**config.mk**
```make
export PLATFORM = sky130hd
export DESIGN_NAME = obl_ctrl
export DESIGN_NICKNAME = d
export VERILOG_FILES = /design/src/obl_pkg.sv /design/src/obl_ctrl.sv
export SDC_FILE = /design/constraint.sdc
export NUM_CORES = 1
export LEC_CHECK = 0
export BUFFER_PORTS_ARGS = -buffer_cell sky130_fd_sc_hd__buf_2
export CORE_MARGIN = 2
export CORE_UTILIZATION = 35
export DETAILED_ROUTE_END_ITERATION = 7
export PLACE_DENSITY_LB_ADDON = 0.15
export SYNTH_ARGS = -nofsm -noshare
export SYNTH_HDL_FRONTEND = slang
export SYNTH_SLANG_ARGS = --single-unit
```
**constraint.sdc**
```tcl
create_clock -name clk -period 2.67 [get_ports clk]
set_input_delay 0.534 -clock clk [delete_from_list [all_inputs] [get_ports clk]]
set_output_delay 0.534 -clock clk [all_outputs]
set_load 0.02 [all_outputs]
```
**src/obl_pkg.sv**
```systemverilog
// Shared constants, codes and types for the order book level queues.
package obl_pkg;

  localparam int POOL_DEPTH      = 1024;
  localparam int LEVELS_PER_SIDE = 64;
  localparam int LEVELS          = 2 * LEVELS_PER_SIDE;

  localparam int SLOT_W  = $clog2(POOL_DEPTH);
  localparam int CNT_W   = SLOT_W + 1;
  localparam int LVL_W   = $clog2(LEVELS_PER_SIDE);
  localparam int LIDX_W  = LVL_W + 1;
  localparam int LIQ_W   = 42;
  localparam int SLOTF_W = 10;

  localparam logic [1:0] CMD_ADD     = 2'd0;
  localparam logic [1:0] CMD_CANCEL  = 2'd1;
  localparam logic [1:0] CMD_CONSUME = 2'd2;

  localparam logic [2:0] ST_OK          = 3'd0;
  localparam logic [2:0] ST_POOL_FULL   = 3'd1;
  localparam logic [2:0] ST_LEVEL_FULL  = 3'd2;
  localparam logic [2:0] ST_NOT_FOUND   = 3'd3;
  localparam logic [2:0] ST_SLOT_UNUSED = 3'd4;

  typedef struct packed {
    logic [1:0]         cmd;
    logic [31:0]        client_id;
    logic               side;
    logic [31:0]        price;
    logic [31:0]        quantity;
    logic [SLOTF_W-1:0] slot_in;
  } in_item_t;

  typedef struct packed {
    logic [2:0]         status;
    logic [SLOTF_W-1:0] slot_out;
    logic [31:0]        removed_id;
    logic [31:0]        removed_qty;
    logic [LIQ_W-1:0]   level_liquidity;
    logic               level_emptied;
  } out_item_t;

  typedef enum logic [3:0] {
    OP_NONE,
    OP_LATCH,
    OP_ERR,
    OP_KEYLD,
    OP_CMP,
    OP_ENC,
    OP_SLRD,
    OP_AWR1,
    OP_AWR2,
    OP_UWR,
    OP_LOAD
  } op_t;

  typedef struct packed {
    op_t        op;
    logic [2:0] err;
  } ctl_t;

  typedef struct packed {
    logic pool_empty;
    logic slot_ok;
    logic slot_used;
    logic found;
    logic free_ok;
    logic out_busy;
  } stat_t;

endpackage

```
**src/obl_ctrl.sv**
```systemverilog
// Command sequencer for the order book level queues.
module obl_ctrl import obl_pkg::*; (
  input  logic       clk,
  input  logic       rst_n,
  input  logic       in_valid,
  input  logic [1:0] in_cmd,
  output logic       in_stall,
  input  stat_t      stat,
  output ctl_t       ctl
);

  typedef enum logic [3:0] {
    S_IDLE, S_XRD, S_CMP, S_ENC, S_CSL, S_AWR1, S_AWR2, S_UWR, S_RES
  } state_t;

  state_t     state_r, state_nxt;
  logic [1:0] cmd_r, cmd_nxt;

  always_comb begin
    ctl       = '{op: OP_NONE, err: ST_OK};
    state_nxt = state_r;
    cmd_nxt   = cmd_r;
    case (state_r)
      S_IDLE: begin
        if (in_valid) begin
          ctl.op  = OP_LATCH;
          cmd_nxt = in_cmd;
          case (in_cmd)
            CMD_ADD: begin
              if (stat.pool_empty) begin
                ctl.err   = ST_POOL_FULL;
                state_nxt = S_RES;
              end else begin
                state_nxt = S_CMP;
              end
            end
            CMD_CONSUME: state_nxt = S_CMP;
            CMD_CANCEL: begin
              if (stat.slot_ok) begin
                state_nxt = S_XRD;
              end else begin
                ctl.err   = ST_SLOT_UNUSED;
                state_nxt = S_RES;
              end
            end
            default: state_nxt = S_RES;
          endcase
        end
      end
      S_XRD: begin
        if (stat.slot_used) begin
          ctl.op    = OP_KEYLD;
          state_nxt = S_CMP;
        end else begin
          ctl.op    = OP_ERR;
          ctl.err   = ST_SLOT_UNUSED;
          state_nxt = S_RES;
        end
      end
      S_CMP: begin
        ctl.op    = OP_CMP;
        state_nxt = S_ENC;
      end
      S_ENC: begin
        if (cmd_r == CMD_ADD) begin
          if (stat.found || stat.free_ok) begin
            ctl.op    = OP_ENC;
            state_nxt = S_AWR1;
          end else begin
            ctl.op    = OP_ERR;
            ctl.err   = ST_LEVEL_FULL;
            state_nxt = S_RES;
          end
        end else if (stat.found) begin
          ctl.op    = OP_ENC;
          state_nxt = (cmd_r == CMD_CONSUME) ? S_CSL : S_UWR;
        end else begin
          ctl.op    = OP_ERR;
          ctl.err   = ST_NOT_FOUND;
          state_nxt = S_RES;
        end
      end
      S_CSL: begin
        ctl.op    = OP_SLRD;
        state_nxt = S_UWR;
      end
      S_AWR1: begin
        ctl.op    = OP_AWR1;
        state_nxt = S_AWR2;
      end
      S_AWR2: begin
        ctl.op    = OP_AWR2;
        state_nxt = S_RES;
      end
      S_UWR: begin
        ctl.op    = OP_UWR;
        state_nxt = S_RES;
      end
      S_RES: begin
        if (!stat.out_busy) begin
          ctl.op    = OP_LOAD;
          state_nxt = S_IDLE;
        end
      end
      default: state_nxt = S_IDLE;
    endcase
  end

  always_ff @(posedge clk) begin
    if (!rst_n) begin
      state_r <= S_IDLE;
      cmd_r   <= CMD_ADD;
    end else begin
      state_r <= state_nxt;
      cmd_r   <= cmd_nxt;
    end
  end

  assign in_stall = (state_r != S_IDLE);

endmodule

```
**After elaboration in Yosys (flattened, before gate mapping)**

Cells that the tools add are included.

- Logic and storage cells: 48
- Register bits after elaboration: 6
- Input bits: 11
- Output and inout port bits: 8

- Muxes and demuxes: 25
- Equality and inequality tests: 13
- Reduce and logical (&&, ||, !) cells: 8

Operators with widths:

| kind | count |
|---|---|
| 4-bit 2-to-1 mux | 10 |
| 4-bit case mux with 9 select lines | 1 |
| 4-bit case mux with 8 select lines | 1 |
| 4-bit by 3-bit equality test with 1-bit output (second input constant) | 4 |
| 3-bit 2-to-1 mux | 4 |
| 4-bit case mux with 3 select lines | 1 |
| 3-bit case mux with 3 select lines | 1 |
| 4-bit by 2-bit equality test with 1-bit output (second input constant) | 2 |
| 7-bit 2-to-1 mux | 1 |
| 2-bit 2-to-1 mux | 3 |
| 3-bit case mux with 2 select lines | 1 |
| 2-bit equality test (second input constant) | 2 |
| 4-bit by 1-bit equality test with 1-bit output (second input constant) | 1 |
| 4-bit equality test (second input constant) | 1 |
| 2-bit logical NOT | 2 |
| 4-bit logical NOT | 1 |
| 2-bit inequality test (second input constant) | 2 |
| 2-bit AND reduction | 2 |
| 4-bit nonzero test | 1 |
| 2-bit by 1-bit equality test with 1-bit output (second input constant) | 1 |
| 1-bit 2-to-1 mux | 2 |
| 2-bit OR reduction | 1 |
| 1-bit logical OR | 1 |

**Depth between registers and ports, before layout**

Gate-level depths: netlist (run 1).

- Depth after elaboration: 5
- Gate-level depth with buffers: 5
- Gate-level depth less buffers: 4

**Worst setup path after synthesis (run 1)**

OpenSTA, ideal clock, no wires.

- Path type: input to output
- Start: input stat[1] (netlist name)
- End: output ctl[5] (netlist name)
- Path buffers: 0
- Setup slack: 0.716 ns
- Stages: 3
- Data required time: 2.136 ns
- Arrival time: 1.420 ns
- Path through: nor3b_1 -> o311ai_0 -> a21oi_1

RTL lines:

| what | line | text |
|---|---|---|
| from (decl) | obl_ctrl.sv:8 | `input stat_t stat,` |
| to (decl) | obl_ctrl.sv:9 | `output ctl_t ctl` |

==> results of run 1 <==
[critical path, stage by stage, from the launching register on]
cell and delay [ns]:
dfxtp_1 0.65, and2b_1 0.23, nand3_1 0.13, o32ai_1 0.29, buf_2 0.21
[state kept, by name, indices dropped and copies added, names as in the netlist]
register and count:
cmd_r 2, state_r 4
[layout make-up]
type | instances | area share
Multi-Input combinational cell | 59 | 0.588
Sequential cell | 6 | 0.177
Timing Repair Buffer | 19 | 0.144
Clock buffer | 3 | 0.0333
Tap cell | 16 | 0.0296
Inverter | 5 | 0.0277
[cells in the final DEF (no fill, tap or decap), drive strengths merged, types with 3 or more instances in the layout]
cell type | Yosys | final
inv | 5 | 5
a21oi | 4 | 4
dfxtp | 6 | 6
buf | 4 | 19
o21ai | 6 | 6
nor3 | 4 | 4
clkbuf | 1 | 3
a21boi | 3 | 3
nand2b | 3 | 3
nor2b | 3 | 3
nor2 | 5 | 5
nand2 | 4 | 4
nand3 | 4 | 4
[power groups by stage]
| stage | clock network, W | logic (W) | registers [W] |
|---|---|---|---|
| 2_1_floorplan | 0 | 0.0000919 | 0.000106 |
| 3_3_place_gp | 0 | 0.000111 | 0.000119 |
| 3_5_place_dp | 0 | 0.000111 | 0.000119 |
| 4_1_cts | 0.0000887 | 0.000111 | 0.000117 |
| 5_1_grt | 0.0000975 | 0.000123 | 0.000121 |
| 6_report | 0.0000835 | 0.000111 | 0.000118 |
[through the flow]
step                std cells  instance area (um2)
floorplan                  75                  576
detailed placement        105                  654
CTS                       108                  677
global route              108                  677
global placement          105                  654
finish                    108                  677
[cells by family (layout without fill, tap and decap cells)]
kind of cell | count (synthesis) | after routing | share of synthesized area
compound gates | 25 | 25 | 0.309
mux | 1 | 1 | 0.0196
buf+inv | 10 | 27 | 0.100
flops | 6 | 6 | 0.209
simple gates | 33 | 33 | 0.363
[path summary, 6_finish.rpt]
path              depth (start not counted)  slack [ns]                    start                 endpoint
setup / recovery                          4        0.39  state_r[1]$_SDFFE_PN0P_                   ctl[0]
hold / removal                            2        0.51    cmd_r[1]$_SDFFE_PN0P_    cmd_r[1]$_SDFFE_PN0P_
setup reg to reg                          4        1.25  state_r[1]$_SDFFE_PN0P_  state_r[2]$_SDFFE_PN0P_
hold reg to reg                           2        0.51    cmd_r[1]$_SDFFE_PN0P_    cmd_r[1]$_SDFFE_PN0P_
[per-layer routing]
metal	vias up	global-route usage
met5	-	0
met4	0	0.0182
met3	0	0.0776
met2	12	0.243
met1	266	0.225
li1	317	-
==> impl_metrics.toml, run 1 <==
[status]
status = "finished, final reports clean"

[timing]
finalSetupTns_ns = 0
period_share = 0.854
grt_setup_unrepaired = "false"
fin_crit_ns = 2.28
fin_ws_ns = 0.389
finalHoldViolCount = 0
worst_pin_slew_ns = 0.536
skew_ns = 0.00161
finalSetupViolCount = 0
drv_slew = 0
maxSlewHeadroom = 0.642
fin_hold_ws_ns = 0.511
max_freq_mhz = 438

[route]
wl_um = 1400
vias_per_cell = 5.51
wl_met3_um = 58
wl_met2_um = 609
dr.max_layer_used = "met3"
wl_met1_um = 734
antenna_left = 0
drt_iter0_drc = 8
vias = 595
wl_per_cell_um = 13.0
drcViolationCount = 0
first_pass_iters = 3

[placement]
dp_slack_ns = 0.634
place_congestion = 0.747
dp_hpwl_um = 1080
io_buffers = 18

[die]
die_w_um = 44.6
rows = 14
initial_core_util = 0.378
dieArea_um2 = 1980
die_height_um = 44.6
ios = 19
core_um2 = 1520

[synthesis]
synth-edff-count = 0
synth_commonest_cells = "6 x dfxtp_1, 6 x o21ai_0, 5 x inv_1, 5 x nor2_1"
synth_area_per_cell_um2 = 7.67
ys_seq_elements = 6
synth_top_cell_area_share = 0.209
synth_warnings = 0
synth_area_leaders = "dfxtp_1 21%, o21ai_0 5.2%, buf_6 3.9%"
yosys.area.top_type = "dfxtp_1"
synth_nets = 86
async_reset_ff_frac = 0
yosysSeqAreaShare = 0.209
synth-main-ff-cell = "dfxtp_1"
synth_cells = 75
synth_area_um2 = 576
synth_cell_types = 37

[finish]
fin_util = 0.444
drive_above_1_share = 0.293
multi_input_area_um2 = 398
layout.nets = 105
syn2layout_area_growth_pct = 17.6
fillers = 175
antenna_cells = 0
seq_area_um2 = 120

[setup_path]
cp-start-kind = "register"
worstPathArrival_ns = 1.75
end_kind = "output pin"
critPathKind = "reg2out"
path_max_fanout = 13
cp.required_ns = 2.14

[grt]
grt-ovfl-total = 0
grt_usage = 0.165
grt_max_degree = 15
grt_pass1_vias = 534
grt_pass1_wl_um = 2370
antenna_found_initial = 0

[clock_tree]
cts_resized = 0
cts_buffer_depth = 2
postCtsSetupBuffers = 0
clock_latency_ns = 0.24
numCtsBuffers = 3
htree_num_levels = 1
ctsHoldBuffers = 0
clkSinkCount = 6
cts_tree = "done"
ctsRootBufferMaster = "clkbuf_4"
cts.clk_slew.worst_paths_ns = 0.05

[pwr]
clockPowerShare = 0.268
vdd_ir_drop_max_mv = 0.289
p_sw_frac = 0.366
power_density_nw_per_um2 = 460
p_seq_frac = 0.378
p_total_w = 0.000312
comb_power_share = 0.355
intPower_w = 0.000198
leakagePower_nw = 0.288
p_sw_w = 0.000114

[run]
max-cap-violations = 0

[worst_hold_path]
hold_path.class = "reg2reg"
No activity file was read; power rests on OpenSTA's default activity.
==> run 2, diff against run 1 <==
==> constraint.sdc (replaced) <==
create_clock -name clk -period 2.5 [get_ports clk]
set_input_delay 0.5 -clock clk [delete_from_list [all_inputs] [get_ports clk]]
set_output_delay 0.5 -clock clk [all_outputs]
set_load 0.02 [all_outputs]
==> impl_metrics.toml, run 2 (synthesis gave the netlist of run 1 again) <==
[pwr]
leakagePower_nw = 0.293
vdd_ir_drop_max_mv = 0.235
power_density_nw_per_um2 = 497

[timing]
skew_ns = 0.00132
finalSetupViolCount = 0
grt_setup_unrepaired = "false"
finalHoldViolCount = 0
period_share = 0.886
finalSetupTns_ns = 0
maxSlewHeadroom = 0.695
drv_slew = 0
fin_ws_ns = 0.286
fin_hold_ws_ns = 0.508
max_freq_mhz = 452
fin_crit_ns = 2.21
worst_pin_slew_ns = 0.456

[clock_tree]
cts_tree = "done"
ctsHoldBuffers = 0
cts_buffer_depth = 2
clock_latency_ns = 0.25
clkSinkCount = 6
cts_resized = 0
postCtsSetupBuffers = 0
ctsRootBufferMaster = "clkbuf_4"
numCtsBuffers = 3
htree_num_levels = 1
cts.clk_slew.worst_paths_ns = 0.05

[setup_path]
reg2reg_depth = 4
cp.required_ns = 2.00
reg2reg_to = "state_r[3]$_SDFFE_PN0P_"
critical_path.slowest_cell = "dfxtp_1"
r2r-start = "state_r[0]$_SDFFE_PN0P_"
cp-startpoint = "state_r[0]$_SDFFE_PN0P_"
crit_chain = "inv_1 > nor4_1 > o21ai_0 > o31ai_1 > buf_2"
end_kind = "output pin"
path_max_fanout = 10
setup.worst_path.end = "ctl[4]"
reg2reg_slack_ns = 1.11
worstPathArrival_ns = 1.71
critPathKind = "reg2out"
cp-start-kind = "register"
critical_path.max_stage_delay_ns = 0.60

[worst_hold_path]
hold_depth = 2
hold_path.class = "reg2reg"

[die]
initial_core_util = 0.378
core_um2 = 1520
die_height_um = 44.6
ios = 19
dieArea_um2 = 1980
rows = 14
die_w_um = 44.6

[run]
max-cap-violations = 0

[route]
wl_um = 1500
wl_per_cell_um = 13.8
vias_per_cell = 5.65
drt_iter0_drc = 22
vias = 616
antenna_left = 0
drcViolationCount = 0
first_pass_iters = 4

[finish]
fin_util = 0.449
final_common_cell = "buf_2"
drive_above_1_share = 0.301
largest_reg_flops = 4
regMostFlops = "state_r"
layout.nets = 106
reg.largest.list = "state_r (4), cmd_r (2)"
antenna_cells = 0
final_cell_mix = "18 x buf_2, 6 x o21ai_0, 6 x dfxtp_1, 5 x inv_1, 5 x nor2_1"
syn2layout_area_growth_pct = 18.9

[grt]
antenna_found_initial = 0
grt_usage = 0.169
grt-ovfl-total = 0
grt_pass1_wl_um = 2470
grt_pass1_vias = 535
grt_max_degree = 15

[placement]
dp_slack_ns = 0.547
dp_hpwl_um = 1150
io_buffers = 18
place_congestion = 0.738

[status]
status = "finished, final reports clean"
## run 2: how the worst min path moves through the flow
| stage | from | end | slack [ns] |
|---|---|---|---|
| 6_report | cmd_r[1]$_SDFFE_PN0P_ | cmd_r[1]$_SDFFE_PN0P_ | 0.51 |
| 5_1_grt | cmd_r[1]$_SDFFE_PN0P_ | cmd_r[1]$_SDFFE_PN0P_ | 0.54 |
| 4_1_cts | cmd_r[1]$_SDFFE_PN0P_ | cmd_r[1]$_SDFFE_PN0P_ | 0.51 |
| 3_5_place_dp | cmd_r[1]$_SDFFE_PN0P_ | cmd_r[1]$_SDFFE_PN0P_ | 0.51 |
| 3_3_place_gp | cmd_r[1]$_SDFFE_PN0P_ | cmd_r[1]$_SDFFE_PN0P_ | 0.50 |
| 2_1_floorplan | cmd_r[1]$_SDFFE_PN0P_ | cmd_r[1]$_SDFFE_PN0P_ | 0.47 |
## run 2: metrics by stage
stage | cell area [um2] | std cells | power (W)
5_1_grt | 684 | 109 | 0.000370
2_1_floorplan | 576 | 75 | 0.000211
6_report | 684 | 109 | 0.000340
4_1_cts | 684 | 109 | 0.000346
3_5_place_dp | 662 | 106 | 0.000249
3_3_place_gp | 662 | 106 | 0.000248
## run 2: report_power, final
| part | leakage, nW | internal (W) | switching, W |
|---|---|---|---|
| clock network | 0.0138 | 0.0000546 | 0.0000385 |
| logic | 0.231 | 0.0000550 | 0.0000709 |
| registers | 0.0490 | 0.000104 | 0.0000173 |
| total | 0.293 | 0.000213 | 0.000127 |
## run 2: critical path: cells and delay by family (launching register included)
kind	cells	cell delay [ns]
AND/OR/NAND/NOR	1	0.28
AO/OA/AOI/OAI	2	0.18
flip-flops	1	0.60
buffers and inverters	2	0.41
## run 2: layout make-up
type                            instances  area (um2)
Sequential cell                         6         120
Inverter                                5        18.8
Multi-Input combinational cell         59         398
Fill cell                             169         840
Clock buffer                            3        22.5
Timing Repair Buffer                   20         105
Tap cell                               16        20.0
## run 2: routing by layer
layer | vias to the layer above | global-route usage | wire [um]
li1 | 317 | - | -
met1 | 282 | 0.223 | 710
met2 | 17 | 0.261 | 702
met3 | 0 | 0.0653 | 86
met4 | 0 | 0.0364 | 0
met5 | - | 0 | 0
==> run 3, diff against run 2 <==
--- a/config.mk
+++ b/config.mk
@@ -10,6 +10,7 @@
 export CORE_UTILIZATION = 35
 export DETAILED_ROUTE_END_ITERATION = 7
 export PLACE_DENSITY_LB_ADDON = 0.15
+export RECOVER_POWER = 25
 export SYNTH_ARGS = -nofsm -noshare
 export SYNTH_HDL_FRONTEND = slang
 export SYNTH_SLANG_ARGS = --single-unit
==> impl_metrics.toml, run 3 (synthesis gave the netlist of run 1 again) <==
[route]
wl_um = 1510
vias = 610
first_pass_iters = 4
drcViolationCount = 0
vias_per_cell = 5.60
drt_iter0_drc = 16
wl_per_cell_um = 13.8
antenna_left = 0

[clock_tree]
clkSinkCount = 6
postCtsSetupBuffers = 0
cts.clk_slew.worst_paths_ns = 0.05
htree_num_levels = 1
cts_tree = "done"
numCtsBuffers = 3
clock_latency_ns = 0.25
cts_resized = 0
cts_buffer_depth = 2
ctsRootBufferMaster = "clkbuf_4"
ctsHoldBuffers = 0

[timing]
finalSetupViolCount = 0
finalHoldViolCount = 0
fin_crit_ns = 2.17
grt_setup_unrepaired = "false"
worst_pin_slew_ns = 0.453
period_share = 0.870
fin_ws_ns = 0.326
max_freq_mhz = 460
maxSlewHeadroom = 0.697
skew_ns = 0.00112
finalSetupTns_ns = 0
drv_slew = 0

[finish]
regMostFlops = "state_r"
antenna_cells = 0
multi_input_area_um2 = 387
design_area_um2 = 673
fillers = 171
layout.nets = 106
largest_reg_flops = 4
final_common_cell = "buf_2"
final_cell_mix = "18 x buf_2, 6 x o21ai_0, 6 x dfxtp_1, 5 x inv_1, 5 x nor2_1"
reg.largest.list = "state_r (4), cmd_r (2)"
seq_area_um2 = 120
syn2layout_area_growth_pct = 17.0
drive_above_1_share = 0.290

[worst_hold_path]
hold_path.class = "reg2reg"

[placement]
dp_slack_ns = 0.547
placed_cell_area_um2 = 662
io_buffers = 18
place_congestion = 0.738
dp_hpwl_um = 1150

[setup_path]
cp-startpoint = "state_r[0]$_SDFFE_PN0P_"
critPathKind = "reg2out"
reg2reg_depth = 3
critPathTopFamily = "flip-flops"
crit_chain = "inv_1 > nor4_1 > o21ai_0 > o31ai_1 > buf_2"
end_kind = "output pin"
reg2reg_to = "state_r[0]$_SDFFE_PN0P_"
reg2reg_slack_ns = 1.13
cp.buffers_inverters = 2
setup.worst_path.end = "ctl[4]"
path_depth = 5
r2r-start = "state_r[0]$_SDFFE_PN0P_"
path_max_fanout = 10
worstPathArrival_ns = 1.67
critical_path.max_stage_delay_ns = 0.56
cp-start-kind = "register"
critical_path.slowest_cell = "dfxtp_1"
cp.required_ns = 2.00

[grt]
grt_pass1_vias = 535
grt-ovfl-total = 0
antenna_found_initial = 0
grt_pass1_wl_um = 2470
grt_usage = 0.169
grt_max_degree = 15

[status]
status = "finished, final reports clean"

[pwr]
p_seq_frac = 0.358
clockPowerShare = 0.276
power_density_nw_per_um2 = 501
comb_power_share = 0.367
vdd_ir_drop_max_mv = 0.235
p_sw_frac = 0.372
p_sw_w = 0.000125
leakagePower_nw = 0.288
intPower_w = 0.000212

[die]
dieArea_um2 = 1980
ios = 19
rows = 14
die_w_um = 44.6
core_um2 = 1520
die_height_um = 44.6
initial_core_util = 0.378

[run]
max-cap-violations = 0
run 3: power by group through the flow:
| stage | clock [W] | sequential (W) | combinational (W) |
|---|---|---|---|
| 6_report | 0.0000929 | 0.000121 | 0.000124 |
| 4_1_cts | 0.0000981 | 0.000121 | 0.000127 |
| 5_1_grt | 0.000109 | 0.000122 | 0.000136 |
| 3_3_place_gp | 0 | 0.000122 | 0.000126 |
| 2_1_floorplan | 0 | 0.000113 | 0.0000981 |
| 3_5_place_dp | 0 | 0.000123 | 0.000126 |
run 3: worst min-delay path by stage:
stage                                     start                     to  slack (ns)  cells past startpoint
final                     cmd_r[1]$_SDFFE_PN0P_  cmd_r[1]$_SDFFE_PN0P_        0.51                      2
after global routing      cmd_r[1]$_SDFFE_PN0P_  cmd_r[1]$_SDFFE_PN0P_        0.54                      2
after CTS                 cmd_r[1]$_SDFFE_PN0P_  cmd_r[1]$_SDFFE_PN0P_        0.51                      2
after detailed placement  cmd_r[1]$_SDFFE_PN0P_  cmd_r[1]$_SDFFE_PN0P_        0.51                      2
after global placement    cmd_r[1]$_SDFFE_PN0P_  cmd_r[1]$_SDFFE_PN0P_        0.50                      2
after floorplan           cmd_r[1]$_SDFFE_PN0P_  cmd_r[1]$_SDFFE_PN0P_        0.47                      2
run 3: per-stage QoR:
stage               std cells  total power, W  hold slack, ns   util
finish                    109        0.000337           0.508  0.442
floorplan                  75        0.000211           0.470      -
detailed placement        106        0.000249           0.506  0.434
global placement          106        0.000248           0.499  0.434
CTS                       109        0.000346           0.512  0.449
global route              109        0.000367           0.540  0.442
run 3: area by class of cell:
class                   count  area share
multi-input cells          59       0.574
flip-flops and latches      6       0.178
repair buffers             20       0.156
clock buffers               3      0.0335
well taps                  16      0.0297
inverters                   5      0.0279
run 3: worst min-delay path, cell delays in order (launching register included):
cell	delay [ns]
dfxtp_1	0.33
nand2_1	0.06
a21boi_0	0.07
run 3: layer usage:
metal	wire length, um	track usage
met4	0	0.0364
met3	80	0.0653
met1	731	0.223
met5	0	0
met2	695	0.261
